==> src/rtl/ssn_pkg.sv <==
// shared types and constants of the shelf sheet nesting block
// no dependencies; imported by ssn_alu, ssn_ctrl and the top level of the block
package ssn_pkg;

  localparam int DEF_MAX_PIECES = 32;

  localparam int DIM_W    = 16;
  localparam int ALU_W    = 20;
  localparam int CURSOR_W = 18;
  localparam int CFG_IDX_W = 2;
  localparam int IN_DATA_W  = 32;
  localparam int OUT_DATA_W = 56;

  localparam logic [CURSOR_W-1:0] CURSOR_MAX = 18'h3FFFF;
  localparam logic [4:0]          SHEET_MAX  = 5'd31;

  localparam logic [CFG_IDX_W-1:0] REG_SHEET_WIDTH   = 2'd0;
  localparam logic [CFG_IDX_W-1:0] REG_SHEET_HEIGHT  = 2'd1;
  localparam logic [CFG_IDX_W-1:0] REG_EDGE_MARGIN   = 2'd2;
  localparam logic [CFG_IDX_W-1:0] REG_PIECE_SPACING = 2'd3;

  localparam logic [DIM_W-1:0] RST_SHEET_WIDTH   = 16'd6000;
  localparam logic [DIM_W-1:0] RST_SHEET_HEIGHT  = 16'd4000;
  localparam logic [DIM_W-1:0] RST_EDGE_MARGIN   = 16'd50;
  localparam logic [DIM_W-1:0] RST_PIECE_SPACING = 16'd30;

  typedef struct packed {
    logic [DIM_W-1:0] sheet_width;
    logic [DIM_W-1:0] sheet_height;
    logic [DIM_W-1:0] edge_margin;
    logic [DIM_W-1:0] piece_spacing;
  } ssn_cfg_t;

  // operands are two's complement, compare is signed
  typedef struct packed {
    logic [ALU_W-1:0] a;
    logic [ALU_W-1:0] b;
    logic [ALU_W-1:0] c;
    logic             sub;
  } ssn_alu_req_t;

  typedef struct packed {
    logic [ALU_W-1:0] sum;
    logic             gt;
  } ssn_alu_rsp_t;

endpackage

==> src/rtl/ssn_ram.sv <==
// generic single write port, single read port ram with registered read
// no dependencies
module ssn_ram #(
  parameter int WIDTH = 16,
  parameter int DEPTH = 32
) (
  input  logic                     clk,
  input  logic                     we,
  input  logic [$clog2(DEPTH)-1:0] waddr,
  input  logic [WIDTH-1:0]         wdata,
  input  logic [$clog2(DEPTH)-1:0] raddr,
  output logic [WIDTH-1:0]         rdata
);

  logic [WIDTH-1:0] mem [DEPTH];

  always_ff @(posedge clk) begin
    if (we) begin
      mem[waddr] <= wdata;
    end
    rdata <= mem[raddr];
  end

endmodule

==> src/rtl/ssn_alu.sv <==
// shared add/subtract and signed compare unit of the placement sequencer
// depends on ssn_pkg
module ssn_alu import ssn_pkg::*; (
  input  ssn_alu_req_t req,
  output ssn_alu_rsp_t rsp
);

  logic [ALU_W-1:0] sum;

  assign sum     = req.sub ? (req.a - req.b) : (req.a + req.b);
  assign rsp.sum = sum;
  assign rsp.gt  = $signed(sum) > $signed(req.c);

endmodule

==> src/rtl/ssn_ctrl.sv <==
// load, height scan and shelf placement sequencer with result register
// depends on ssn_pkg; drives the piece stores and the shared alu
module ssn_ctrl import ssn_pkg::*; #(
  parameter int MAX_PIECES = DEF_MAX_PIECES
) (
  input  logic                          clk,
  input  logic                          rst,
  input  ssn_cfg_t                      cfg,
  input  logic                          s_axis_tvalid,
  output logic                          s_axis_tready,
  input  logic [IN_DATA_W-1:0]          s_axis_tdata,
  input  logic                          s_axis_tlast,
  output logic                          m_axis_tvalid,
  input  logic                          m_axis_tready,
  output logic [OUT_DATA_W-1:0]         m_axis_tdata,
  output logic                          m_axis_tlast,
  output logic                          ram_we,
  output logic [$clog2(MAX_PIECES)-1:0] ram_waddr,
  output logic [DIM_W-1:0]              ram_wdata_w,
  output logic [DIM_W-1:0]              ram_wdata_h,
  output logic [$clog2(MAX_PIECES)-1:0] ram_raddr,
  input  logic [DIM_W-1:0]              ram_rdata_w,
  input  logic [DIM_W-1:0]              ram_rdata_h,
  output ssn_alu_req_t                  alu_req,
  input  ssn_alu_rsp_t                  alu_rsp
);

  localparam int IW = $clog2(MAX_PIECES);
  localparam int CW = $clog2(MAX_PIECES + 1);

  localparam logic [4:0] ST_LOAD = 5'd0;
  localparam logic [4:0] ST_LIM0 = 5'd1;
  localparam logic [4:0] ST_LIM1 = 5'd2;
  localparam logic [4:0] ST_LIM2 = 5'd3;
  localparam logic [4:0] ST_LIM3 = 5'd4;
  localparam logic [4:0] ST_SCAN = 5'd5;
  localparam logic [4:0] ST_OVW  = 5'd6;
  localparam logic [4:0] ST_OVH  = 5'd7;
  localparam logic [4:0] ST_BRK0 = 5'd8;
  localparam logic [4:0] ST_BRK1 = 5'd9;
  localparam logic [4:0] ST_BRK2 = 5'd10;
  localparam logic [4:0] ST_BRK3 = 5'd11;
  localparam logic [4:0] ST_SHT  = 5'd12;
  localparam logic [4:0] ST_EMIT = 5'd13;
  localparam logic [4:0] ST_ADV0 = 5'd14;
  localparam logic [4:0] ST_ADV1 = 5'd15;
  localparam logic [4:0] ST_SHF  = 5'd16;

  logic [4:0]            state;
  logic [CW-1:0]         piece_count;
  logic [CW-1:0]         n_pieces;
  logic [MAX_PIECES-1:0] placed;
  logic [CW-1:0]         scan_cnt;
  logic                  rd_pend;
  logic [IW-1:0]         rd_idx;
  logic                  found;
  logic [IW-1:0]         best_idx;
  logic [DIM_W-1:0]      best_w;
  logic [DIM_W-1:0]      best_h;
  logic [CW-1:0]         placed_cnt;
  logic [ALU_W-1:0]      wlim;
  logic [ALU_W-1:0]      wlim2;
  logic [ALU_W-1:0]      hlim;
  logic [ALU_W-1:0]      hlim2;
  logic                  over;
  logic                  brk_a;
  logic [DIM_W:0]        tmp;
  logic [CURSOR_W-1:0]   cursor_x;
  logic [CURSOR_W-1:0]   cursor_y;
  logic [DIM_W-1:0]      shelf_height;
  logic [4:0]            sheet_index;

  logic                  out_valid;
  logic [4:0]            out_index;
  logic [4:0]            out_sheet;
  logic [DIM_W-1:0]      out_x;
  logic [DIM_W-1:0]      out_y;
  logic                  out_over;
  logic [5:0]            out_sheets;
  logic                  out_last;

  logic                  in_accept;
  logic                  store_en;
  logic [CW-1:0]         count_next;
  logic                  emit_ok;
  logic                  is_final;
  logic [IW+4:0]         idx_ext;
  logic [CURSOR_W-1:0]   margin18;
  logic [CURSOR_W-1:0]   cursor_sum;

  assign s_axis_tready = (state == ST_LOAD);
  assign in_accept     = s_axis_tvalid && s_axis_tready;
  assign store_en      = in_accept && (piece_count < CW'(MAX_PIECES));
  assign count_next    = piece_count + CW'(store_en);

  assign ram_we      = store_en;
  assign ram_waddr   = piece_count[IW-1:0];
  assign ram_wdata_w = s_axis_tdata[DIM_W-1:0];
  assign ram_wdata_h = s_axis_tdata[2*DIM_W-1:DIM_W];
  assign ram_raddr   = scan_cnt[IW-1:0];

  assign emit_ok    = !out_valid || m_axis_tready;
  assign is_final   = (placed_cnt + CW'(1)) == n_pieces;
  assign idx_ext    = {5'b0, best_idx};
  assign margin18   = {2'b0, cfg.edge_margin};
  assign cursor_sum = alu_rsp.gt ? CURSOR_MAX : alu_rsp.sum[CURSOR_W-1:0];

  // operand selection for the shared unit
  always_comb begin
    alu_req = '0;
    case (state)
      ST_LIM0: begin
        alu_req.a   = {4'b0, cfg.sheet_width};
        alu_req.b   = {4'b0, cfg.edge_margin};
        alu_req.sub = 1'b1;
      end
      ST_LIM1: begin
        alu_req.a   = wlim;
        alu_req.b   = {4'b0, cfg.edge_margin};
        alu_req.sub = 1'b1;
      end
      ST_LIM2: begin
        alu_req.a   = {4'b0, cfg.sheet_height};
        alu_req.b   = {4'b0, cfg.edge_margin};
        alu_req.sub = 1'b1;
      end
      ST_LIM3: begin
        alu_req.a   = hlim;
        alu_req.b   = {4'b0, cfg.edge_margin};
        alu_req.sub = 1'b1;
      end
      ST_SCAN: begin
        alu_req.a = {4'b0, ram_rdata_h};
        alu_req.c = {4'b0, best_h};
      end
      ST_OVW: begin
        alu_req.a = {4'b0, best_w};
        alu_req.c = wlim2;
      end
      ST_OVH: begin
        alu_req.a = {4'b0, best_h};
        alu_req.c = hlim2;
      end
      ST_BRK0: begin
        alu_req.a = {2'b0, cursor_x};
        alu_req.c = {4'b0, cfg.edge_margin};
      end
      ST_BRK1: begin
        alu_req.a = {2'b0, cursor_x};
        alu_req.b = {4'b0, best_w};
        alu_req.c = wlim;
      end
      ST_BRK2: begin
        alu_req.a = {4'b0, shelf_height};
        alu_req.b = {4'b0, cfg.piece_spacing};
      end
      ST_BRK3: begin
        alu_req.a = {2'b0, cursor_y};
        alu_req.b = {3'b0, tmp};
        alu_req.c = {2'b0, CURSOR_MAX};
      end
      ST_SHT: begin
        alu_req.a = {2'b0, cursor_y};
        alu_req.b = {4'b0, best_h};
        alu_req.c = hlim;
      end
      ST_ADV0: begin
        alu_req.a = {4'b0, best_w};
        alu_req.b = {4'b0, cfg.piece_spacing};
      end
      ST_ADV1: begin
        alu_req.a = {2'b0, cursor_x};
        alu_req.b = {3'b0, tmp};
        alu_req.c = {2'b0, CURSOR_MAX};
      end
      ST_SHF: begin
        alu_req.a = {4'b0, best_h};
        alu_req.c = {4'b0, shelf_height};
      end
      default: begin
        alu_req = '0;
      end
    endcase
  end

  always_ff @(posedge clk) begin
    if (rst) begin
      state       <= ST_LOAD;
      piece_count <= '0;
      placed      <= '0;
      out_valid   <= 1'b0;
      rd_pend     <= 1'b0;
      found       <= 1'b0;
    end else begin
      // in the emit step a new result replaces the one leaving
      if (m_axis_tvalid && m_axis_tready && (state != ST_EMIT)) begin
        out_valid <= 1'b0;
      end
      case (state)
        ST_LOAD: begin
          if (in_accept) begin
            if (s_axis_tlast) begin
              n_pieces     <= count_next;
              piece_count  <= '0;
              placed       <= '0;
              placed_cnt   <= '0;
              cursor_x     <= margin18;
              cursor_y     <= margin18;
              shelf_height <= '0;
              sheet_index  <= '0;
              state        <= ST_LIM0;
            end else begin
              piece_count <= count_next;
            end
          end
        end
        ST_LIM0: begin
          wlim  <= alu_rsp.sum;
          state <= ST_LIM1;
        end
        ST_LIM1: begin
          wlim2 <= alu_rsp.sum;
          state <= ST_LIM2;
        end
        ST_LIM2: begin
          hlim  <= alu_rsp.sum;
          state <= ST_LIM3;
        end
        ST_LIM3: begin
          hlim2    <= alu_rsp.sum;
          scan_cnt <= '0;
          rd_pend  <= 1'b0;
          found    <= 1'b0;
          state    <= ST_SCAN;
        end
        ST_SCAN: begin
          // one store read issued per cycle, compared in the cycle after
          if (scan_cnt < n_pieces) begin
            scan_cnt <= scan_cnt + CW'(1);
            rd_pend  <= 1'b1;
            rd_idx   <= scan_cnt[IW-1:0];
          end else begin
            rd_pend <= 1'b0;
          end
          if (rd_pend && !placed[rd_idx] && (!found || alu_rsp.gt)) begin
            found    <= 1'b1;
            best_idx <= rd_idx;
            best_w   <= ram_rdata_w;
            best_h   <= ram_rdata_h;
          end
          if ((scan_cnt == n_pieces) && !rd_pend) begin
            placed[best_idx] <= 1'b1;
            state            <= ST_OVW;
          end
        end
        ST_OVW: begin
          over  <= alu_rsp.gt;
          state <= ST_OVH;
        end
        ST_OVH: begin
          over  <= over || alu_rsp.gt;
          state <= ST_BRK0;
        end
        ST_BRK0: begin
          brk_a <= alu_rsp.gt;
          state <= ST_BRK1;
        end
        ST_BRK1: begin
          state <= (brk_a && alu_rsp.gt) ? ST_BRK2 : ST_SHT;
        end
        ST_BRK2: begin
          tmp   <= alu_rsp.sum[DIM_W:0];
          state <= ST_BRK3;
        end
        ST_BRK3: begin
          cursor_x     <= margin18;
          cursor_y     <= cursor_sum;
          shelf_height <= '0;
          state        <= ST_SHT;
        end
        ST_SHT: begin
          if (alu_rsp.gt) begin
            if (sheet_index != SHEET_MAX) begin
              sheet_index <= sheet_index + 5'd1;
            end
            cursor_x     <= margin18;
            cursor_y     <= margin18;
            shelf_height <= '0;
          end
          state <= ST_EMIT;
        end
        ST_EMIT: begin
          if (emit_ok) begin
            out_valid  <= 1'b1;
            out_index  <= idx_ext[4:0];
            out_sheet  <= sheet_index;
            out_x      <= (cursor_x[CURSOR_W-1:DIM_W] != '0) ? '1 : cursor_x[DIM_W-1:0];
            out_y      <= (cursor_y[CURSOR_W-1:DIM_W] != '0) ? '1 : cursor_y[DIM_W-1:0];
            out_over   <= over;
            out_sheets <= is_final ? ({1'b0, sheet_index} + 6'd1) : 6'd0;
            out_last   <= is_final;
            state      <= ST_ADV0;
          end
        end
        ST_ADV0: begin
          tmp   <= alu_rsp.sum[DIM_W:0];
          state <= ST_ADV1;
        end
        ST_ADV1: begin
          cursor_x <= cursor_sum;
          state    <= ST_SHF;
        end
        ST_SHF: begin
          if (alu_rsp.gt) begin
            shelf_height <= best_h;
          end
          placed_cnt <= placed_cnt + CW'(1);
          scan_cnt   <= '0;
          rd_pend    <= 1'b0;
          found      <= 1'b0;
          state      <= is_final ? ST_LOAD : ST_SCAN;
        end
        default: begin
          state <= ST_LOAD;
        end
      endcase
    end
  end

  assign m_axis_tvalid = out_valid;
  assign m_axis_tlast  = out_last;
  assign m_axis_tdata  = {7'b0, out_sheets, out_over, out_y, out_x, out_sheet, out_index};

  // every scan starts with exactly the pieces already placed marked
  a_scan_mask: assert property (@(posedge clk) disable iff (rst)
    (state == ST_SCAN) |-> ($countones(placed) == int'(placed_cnt)))
    else $error("placed mask out of step with placement count");

  // the chosen piece is marked as soon as the scan ends
  a_best_marked: assert property (@(posedge clk) disable iff (rst)
    (state == ST_OVW) |-> (found && placed[best_idx]))
    else $error("scan ended without a marked best piece");

  // sheet count rides only on the closing result
  a_count_last: assert property (@(posedge clk) disable iff (rst)
    out_valid |-> (out_last == (out_sheets != 6'd0)))
    else $error("sheet count and last flag disagree");

  // a stalled result register holds placement back
  a_emit_wait: assert property (@(posedge clk) disable iff (rst)
    (state == ST_EMIT && out_valid && !m_axis_tready) |=> (state == ST_EMIT))
    else $error("result overwritten while stalled");

endmodule

==> src/rtl/shelf_sheet_nesting_top.sv <==
// top level of the shelf sheet nesting block: config registers, piece stores,
// shared alu and sequencer; depends on ssn_pkg, ssn_ram, ssn_alu, ssn_ctrl
//
// channel   dir  handshake                    payload
// s_axis    in   s_axis_tvalid/s_axis_tready  tdata = piece_width, piece_height; tlast = last_piece
// m_axis    out  m_axis_tvalid/m_axis_tready  tdata = index, sheet, x, y, oversize, sheets_used;
//                                             tlast = final_result
// cfg       in   cfg_we (no wait)             cfg_index selects register, cfg_data value
//
// pieces load at one transfer per cycle; the transfer marked last starts packing
// packing first works out the sheet limits, then per piece scans the height store
// (one read port) and takes 8 to 10 steps of the shared alu and one emit step;
// s_axis_tready stays low for the whole run
// a stalled result holds the sequencer in its emit step; the final result may
// still wait while the next set loads
// reset is synchronous; the stores are not cleared, a run reads only what it loaded
module shelf_sheet_nesting_top import ssn_pkg::*; #(
  parameter int MAX_PIECES = DEF_MAX_PIECES
) (
  input  logic                  clk,
  input  logic                  rst,
  input  logic                  s_axis_tvalid,
  output logic                  s_axis_tready,
  // [15:0] piece_width, [31:16] piece_height
  input  logic [IN_DATA_W-1:0]  s_axis_tdata,
  input  logic                  s_axis_tlast,
  output logic                  m_axis_tvalid,
  input  logic                  m_axis_tready,
  // [4:0] piece_index, [9:5] sheet_number, [25:10] place_x, [41:26] place_y,
  // [42] oversize, [48:43] sheets_used, [55:49] zero
  output logic [OUT_DATA_W-1:0] m_axis_tdata,
  output logic                  m_axis_tlast,
  input  logic                  cfg_we,
  input  logic [CFG_IDX_W-1:0]  cfg_index,
  input  logic [DIM_W-1:0]      cfg_data
);

  localparam int IW = $clog2(MAX_PIECES);

  ssn_cfg_t         cfg;
  ssn_alu_req_t     alu_req;
  ssn_alu_rsp_t     alu_rsp;
  logic             ram_we;
  logic [IW-1:0]    ram_waddr;
  logic [IW-1:0]    ram_raddr;
  logic [DIM_W-1:0] ram_wdata_w;
  logic [DIM_W-1:0] ram_wdata_h;
  logic [DIM_W-1:0] ram_rdata_w;
  logic [DIM_W-1:0] ram_rdata_h;

  // configuration registers; the user must write them only between runs, the block does not enforce it
  always_ff @(posedge clk) begin
    if (rst) begin
      cfg.sheet_width   <= RST_SHEET_WIDTH;
      cfg.sheet_height  <= RST_SHEET_HEIGHT;
      cfg.edge_margin   <= RST_EDGE_MARGIN;
      cfg.piece_spacing <= RST_PIECE_SPACING;
    end else if (cfg_we) begin
      case (cfg_index)
        REG_SHEET_WIDTH:   cfg.sheet_width   <= cfg_data;
        REG_SHEET_HEIGHT:  cfg.sheet_height  <= cfg_data;
        REG_EDGE_MARGIN:   cfg.edge_margin   <= cfg_data;
        REG_PIECE_SPACING: cfg.piece_spacing <= cfg_data;
        default: begin
        end
      endcase
    end
  end

  // piece width store
  ssn_ram #(
    .WIDTH (DIM_W),
    .DEPTH (MAX_PIECES)
  ) u_width_store (
    .clk   (clk),
    .we    (ram_we),
    .waddr (ram_waddr),
    .wdata (ram_wdata_w),
    .raddr (ram_raddr),
    .rdata (ram_rdata_w)
  );

  // piece height store
  ssn_ram #(
    .WIDTH (DIM_W),
    .DEPTH (MAX_PIECES)
  ) u_height_store (
    .clk   (clk),
    .we    (ram_we),
    .waddr (ram_waddr),
    .wdata (ram_wdata_h),
    .raddr (ram_raddr),
    .rdata (ram_rdata_h)
  );

  // one adder/comparator serves limits, scan compares and cursor updates
  ssn_alu u_alu (
    .req (alu_req),
    .rsp (alu_rsp)
  );

  ssn_ctrl #(
    .MAX_PIECES (MAX_PIECES)
  ) u_ctrl (
    .clk           (clk),
    .rst           (rst),
    .cfg           (cfg),
    .s_axis_tvalid (s_axis_tvalid),
    .s_axis_tready (s_axis_tready),
    .s_axis_tdata  (s_axis_tdata),
    .s_axis_tlast  (s_axis_tlast),
    .m_axis_tvalid (m_axis_tvalid),
    .m_axis_tready (m_axis_tready),
    .m_axis_tdata  (m_axis_tdata),
    .m_axis_tlast  (m_axis_tlast),
    .ram_we        (ram_we),
    .ram_waddr     (ram_waddr),
    .ram_wdata_w   (ram_wdata_w),
    .ram_wdata_h   (ram_wdata_h),
    .ram_raddr     (ram_raddr),
    .ram_rdata_w   (ram_rdata_w),
    .ram_rdata_h   (ram_rdata_h),
    .alu_req       (alu_req),
    .alu_rsp       (alu_rsp)
  );

endmodule

==> config.mk <==
export PLATFORM = sky130hd
export DESIGN_NAME = shelf_sheet_nesting_top
export DESIGN_NICKNAME = d
export VERILOG_FILES = /design/src/rtl/ssn_pkg.sv /design/src/rtl/ssn_ram.sv /design/src/rtl/ssn_alu.sv /design/src/rtl/ssn_ctrl.sv /design/src/rtl/shelf_sheet_nesting_top.sv
export SDC_FILE = /design/constraint.sdc
export NUM_CORES = 2
export LEC_CHECK = 0
export BUFFER_PORTS_ARGS = -buffer_cell sky130_fd_sc_hd__buf_4
export CORE_MARGIN = 1.5
export CORE_UTILIZATION = 55
export CTS_CLUSTER_SIZE = 24
export DETAILED_ROUTE_END_ITERATION = 10
export PLACE_DENSITY = 0.8
export SYNTH_ARGS = -nofsm -noshare
export SYNTH_HDL_FRONTEND = slang
export SYNTH_SLANG_ARGS = --single-unit
==> constraint.sdc <==
create_clock -name clk -period 8.15 [get_ports clk]
set_input_delay 0.4075 -clock clk [delete_from_list [all_inputs] [get_ports clk]]
set_output_delay 0.4075 -clock clk [all_outputs]
set_load 0.01 [all_outputs]
==> results_dict.tcl <==
set metrics [dict create \
    syn_avg_cell_area_um2 18.1 \
    hpwlAfterDp_um 83200 \
    end_kind "flop" \
    slew_headroom 0.143 \
    netlist_instances 3159 \
    rsz0062_at_grt "no" \
    slew_viol_final 0 \
    start_kind "flop" \
    num_io_pins 115 \
    path_clk_slew_ps 70 \
    grt-ovfl-total 0 \
    grt_max_degree 134 \
    fillCellCount 6875 \
    drc 0 \
    core-area_um2 103000 \
    worstSetupStartpoint "u_ctrl.state[4]" \
    cts-root-buf "clkbuf_16" \
    vdd_drop_max_mv 0.215 \
    setup_viol 0 \
    grt_usage 0.288 \
    first_pass_iters 8 \
    hp-class "in -> reg" \
    min_period_ps 7690 \
    hp-start "s_axis_tdata[31]" \
    yosysWarnings 0 \
    finClkSkew_ps 49.5 \
    route.met2.wl_um 74300 \
    cp.required_ps 8610 \
    whs_ps 42.9 \
    cts_num_sinks 1432 \
    avgRoutedWirePerCell_um 31.4 \
    outcome "finished, final reports clean" \
    route.top_layer_used "met5" \
    max_stage_delay_ps 880 \
    grt_pass1_vias 32109 \
    ant_nets 0 \
    drive_above_1_share 0.240 \
    reg2reg_setup_slack_ps 460 \
    synth_edf_count 1290 \
    initialDrtViolationCount 3976 \
    r2r_start "u_ctrl.state[4]" \
    area_growth_pct 13.2 \
    clkLatencyLatePin_ps 780 \
    via_per_inst 6.60 \
    fp-row-count 118 \
    cts_tree "yes" \
    ys.flop_type "edfxtp_1" \
    critPathMaxFanout 24 \
    ys_seq_area_frac 0.726 \
    dp_slack_ps 508 \
    cpMaxStageDelayCell "xor2_1" \
    cap_violations 0 \
    synth.ff_latch_count 1432 \
    port_buffers 107 \
    clk_path_buf_depth 3 \
    cts_made_buffers 142 \
    dr_total_vias 31984 \
    powerDensity_nw_per_um2 253 \
    fmax_mhz 130 \
    synth.distinct_cells 71 \
    crit_type "reg -> reg" \
    r2r_cells 26 \
    finalNetCount 3456 \
    min_period_over_period 0.943 \
    dieArea_um2 106000 \
    tns_ps 0 \
    routabilityCongestion 0.953 \
    m1WireLength_um 55800 \
    syn_area_um2 57300 \
    met3_length_um 15000 \
    final-hold-violation-count 0 \
    postCtsSetupRepairBufs 0 \
    hold_depth 1 \
    cp.arrival_ps 8150 \
    tightest_slew_ps 1280 \
    p_leak_nw 21.1 \
    cts_max_level 4 \
    grt_pass1_wl_um 220000 \
    die-height_um 326 \
    start_util 0.554 \
    die_width_um 326 \
    timing.final.ws_setup_ps 464 \
    min_to "u_height_store.mem[3][15]" \
    wl_um 152000 \
    antenna_found_initial 7 \
    r2r-end "u_ctrl.cursor_x[10]" \
    async_flop_share 0 \
]
## metrics by stage
| stage | instances | cell area, um2 | utilization | power [mW] |
|---|---|---|---|---|
| 2_1_floorplan | 3165 | 57300 | - | 9.52 |
| 3_3_place_gp | 4562 | 60100 | 0.582 | 10.2 |
| 3_5_place_dp | 4562 | 60100 | 0.582 | 10.2 |
| 4_1_cts | 4844 | 64800 | 0.627 | 16.5 |
| 5_1_grt | 4846 | 64800 | 0.627 | 16.9 |
| 6_report | 4847 | 64800 | 0.627 | 16.4 |
## worst max path at each step
| stage | to |
|---|---|
| finish | u_ctrl.cursor_x[10] |
| global route | u_ctrl.best_w[13] |
| CTS | u_ctrl.best_h[8] |
| detailed placement | u_ctrl.best_w[12] |
| global placement | u_ctrl.best_h[12] |
| floorplan | u_ctrl.shelf_height[0] |
## registers in the layout (all words and copies together) (netlist names), 17 cells and up
signal and cells:
u_width_store.mem 512, u_ctrl.cursor_y 18, cfg 64, u_ctrl.hlim 20, u_ctrl.hlim2 20, u_height_store.mem 512
u_ctrl.wlim 20, u_ctrl.wlim2 20, u_ctrl.tmp 17, u_ctrl.cursor_x 18, u_ctrl.placed 32
## cell usage after synthesis, drive strengths merged (19+ instances only)
cell    count  share of area
or3        38         0.0042
a22o       24         0.0037
clkbuf    136         0.0089
ha         52          0.011
nand3b     29         0.0038
a31oi      19         0.0021
a222oi     21         0.0037
a21oi     141          0.012
a22oi      47         0.0062
nand3      32         0.0028
inv        22         0.0014
nand2     229          0.015
mux2       43         0.0085
o21ai      28         0.0024
a221oi     32         0.0049
buf        49         0.0043
nor3       24         0.0022
xor2       23         0.0035
dfxtp     142          0.050
and3       47         0.0052
xnor2      28         0.0043
edfxtp   1290           0.68
nor2      173          0.011
mux4      330           0.13
## kinds of logic (layout without fill, tap and decap cells)
group | Yosys count | after routing | share of synthesized area
muxes | 386 | 386 | 0.141
AOI/OAI and AO/OA | 378 | 378 | 0.0450
DFF | 1432 | 1432 | 0.726
other | 1 | 10 | 0.0000655
xor gates and xnor gates | 51 | 51 | 0.00780
buffers and inverters | 207 | 506 | 0.0146
and+or+nand+nor | 651 | 651 | 0.0542
adders and majority gates | 53 | 53 | 0.0117
## metal layers
| metal | up-vias | track usage |
|---|---|---|
| li1 | 13121 | - |
| met1 | 16294 | 0.378 |
| met2 | 2177 | 0.468 |
| met3 | 388 | 0.0628 |
| met4 | 4 | 0.128 |
| met5 | - | 0 |
## worst max-delay path, delay by kind of cell, from the launching register on
family | cells | cell delay, ps
AOI/OAI and AO/OA | 10 | 2160
xor gates and xnor gates | 2 | 1060
and+or+nand+nor | 7 | 1700
adders and majority gates | 2 | 720
muxes | 2 | 320
DFF | 1 | 690
buffers and inverters | 3 | 740
## placed cells by master (no fill, tap or decap), types with 11 or more instances in the layout
master,instances
edfxtp_1,1290
nor2b_1,11
o21ai_0,26
clkbuf_16,142
mux2i_1,13
nand3b_1,29
or3_1,38
a222oi_1,21
nand2_1,229
ha_1,52
clkinv_1,27
a21oi_1,140
a22oi_1,47
a31oi_1,19
a22o_1,24
dlygate4sd3_1,21
mux4_2,330
nor2_4,32
clkinv_2,17
dfxtp_1,141
buf_4,198
nor2_1,137
and3_1,46
a221oi_1,32
nor3_1,18
xor2_1,23
inv_1,22
xnor2_1,28
clkbuf_1,43
mux2_2,42
nand3_1,32
a21o_1,16
nand4_1,18
## power breakdown
| group | internal, mW | switching (mW) | total [mW] | leakage, nW |
|---|---|---|---|---|
| Combinational | 0.587 | 1.17 | 1.76 | 6.16 |
| Clock | 3.45 | 2.84 | 6.29 | 2.16 |
| Sequential | 8.28 | 0.0927 | 8.37 | 12.8 |
| Total | 12.3 | 4.10 | 16.4 | 21.1 |
## cell type report
| class | instances | area [um2] | area share |
|---|---|---|---|
| repair buffers | 223 | 1780 | 0.0274 |
| flip-flops and latches | 1432 | 41600 | 0.641 |
| clock buffers | 190 | 3780 | 0.0584 |
| inverters | 22 | 82.6 | 0.00127 |
| clock inverters | 71 | 693 | 0.0107 |
| diodes | 3 | 7.51 | 0.000116 |
| well taps | 1380 | 1730 | 0.0266 |
| multi-input cells | 1526 | 15200 | 0.234 |
## what timing repair did
| action | CTS | global route |
|---|---|---|
| resized for setup | 0 | 1 |
| hold buffers | 21 | 0 |
| setup endpoints to repair | 0 | 64 |
| endpoints found under the hold margin | 125 | 0 |
Power figures use the tool's default switching activity.
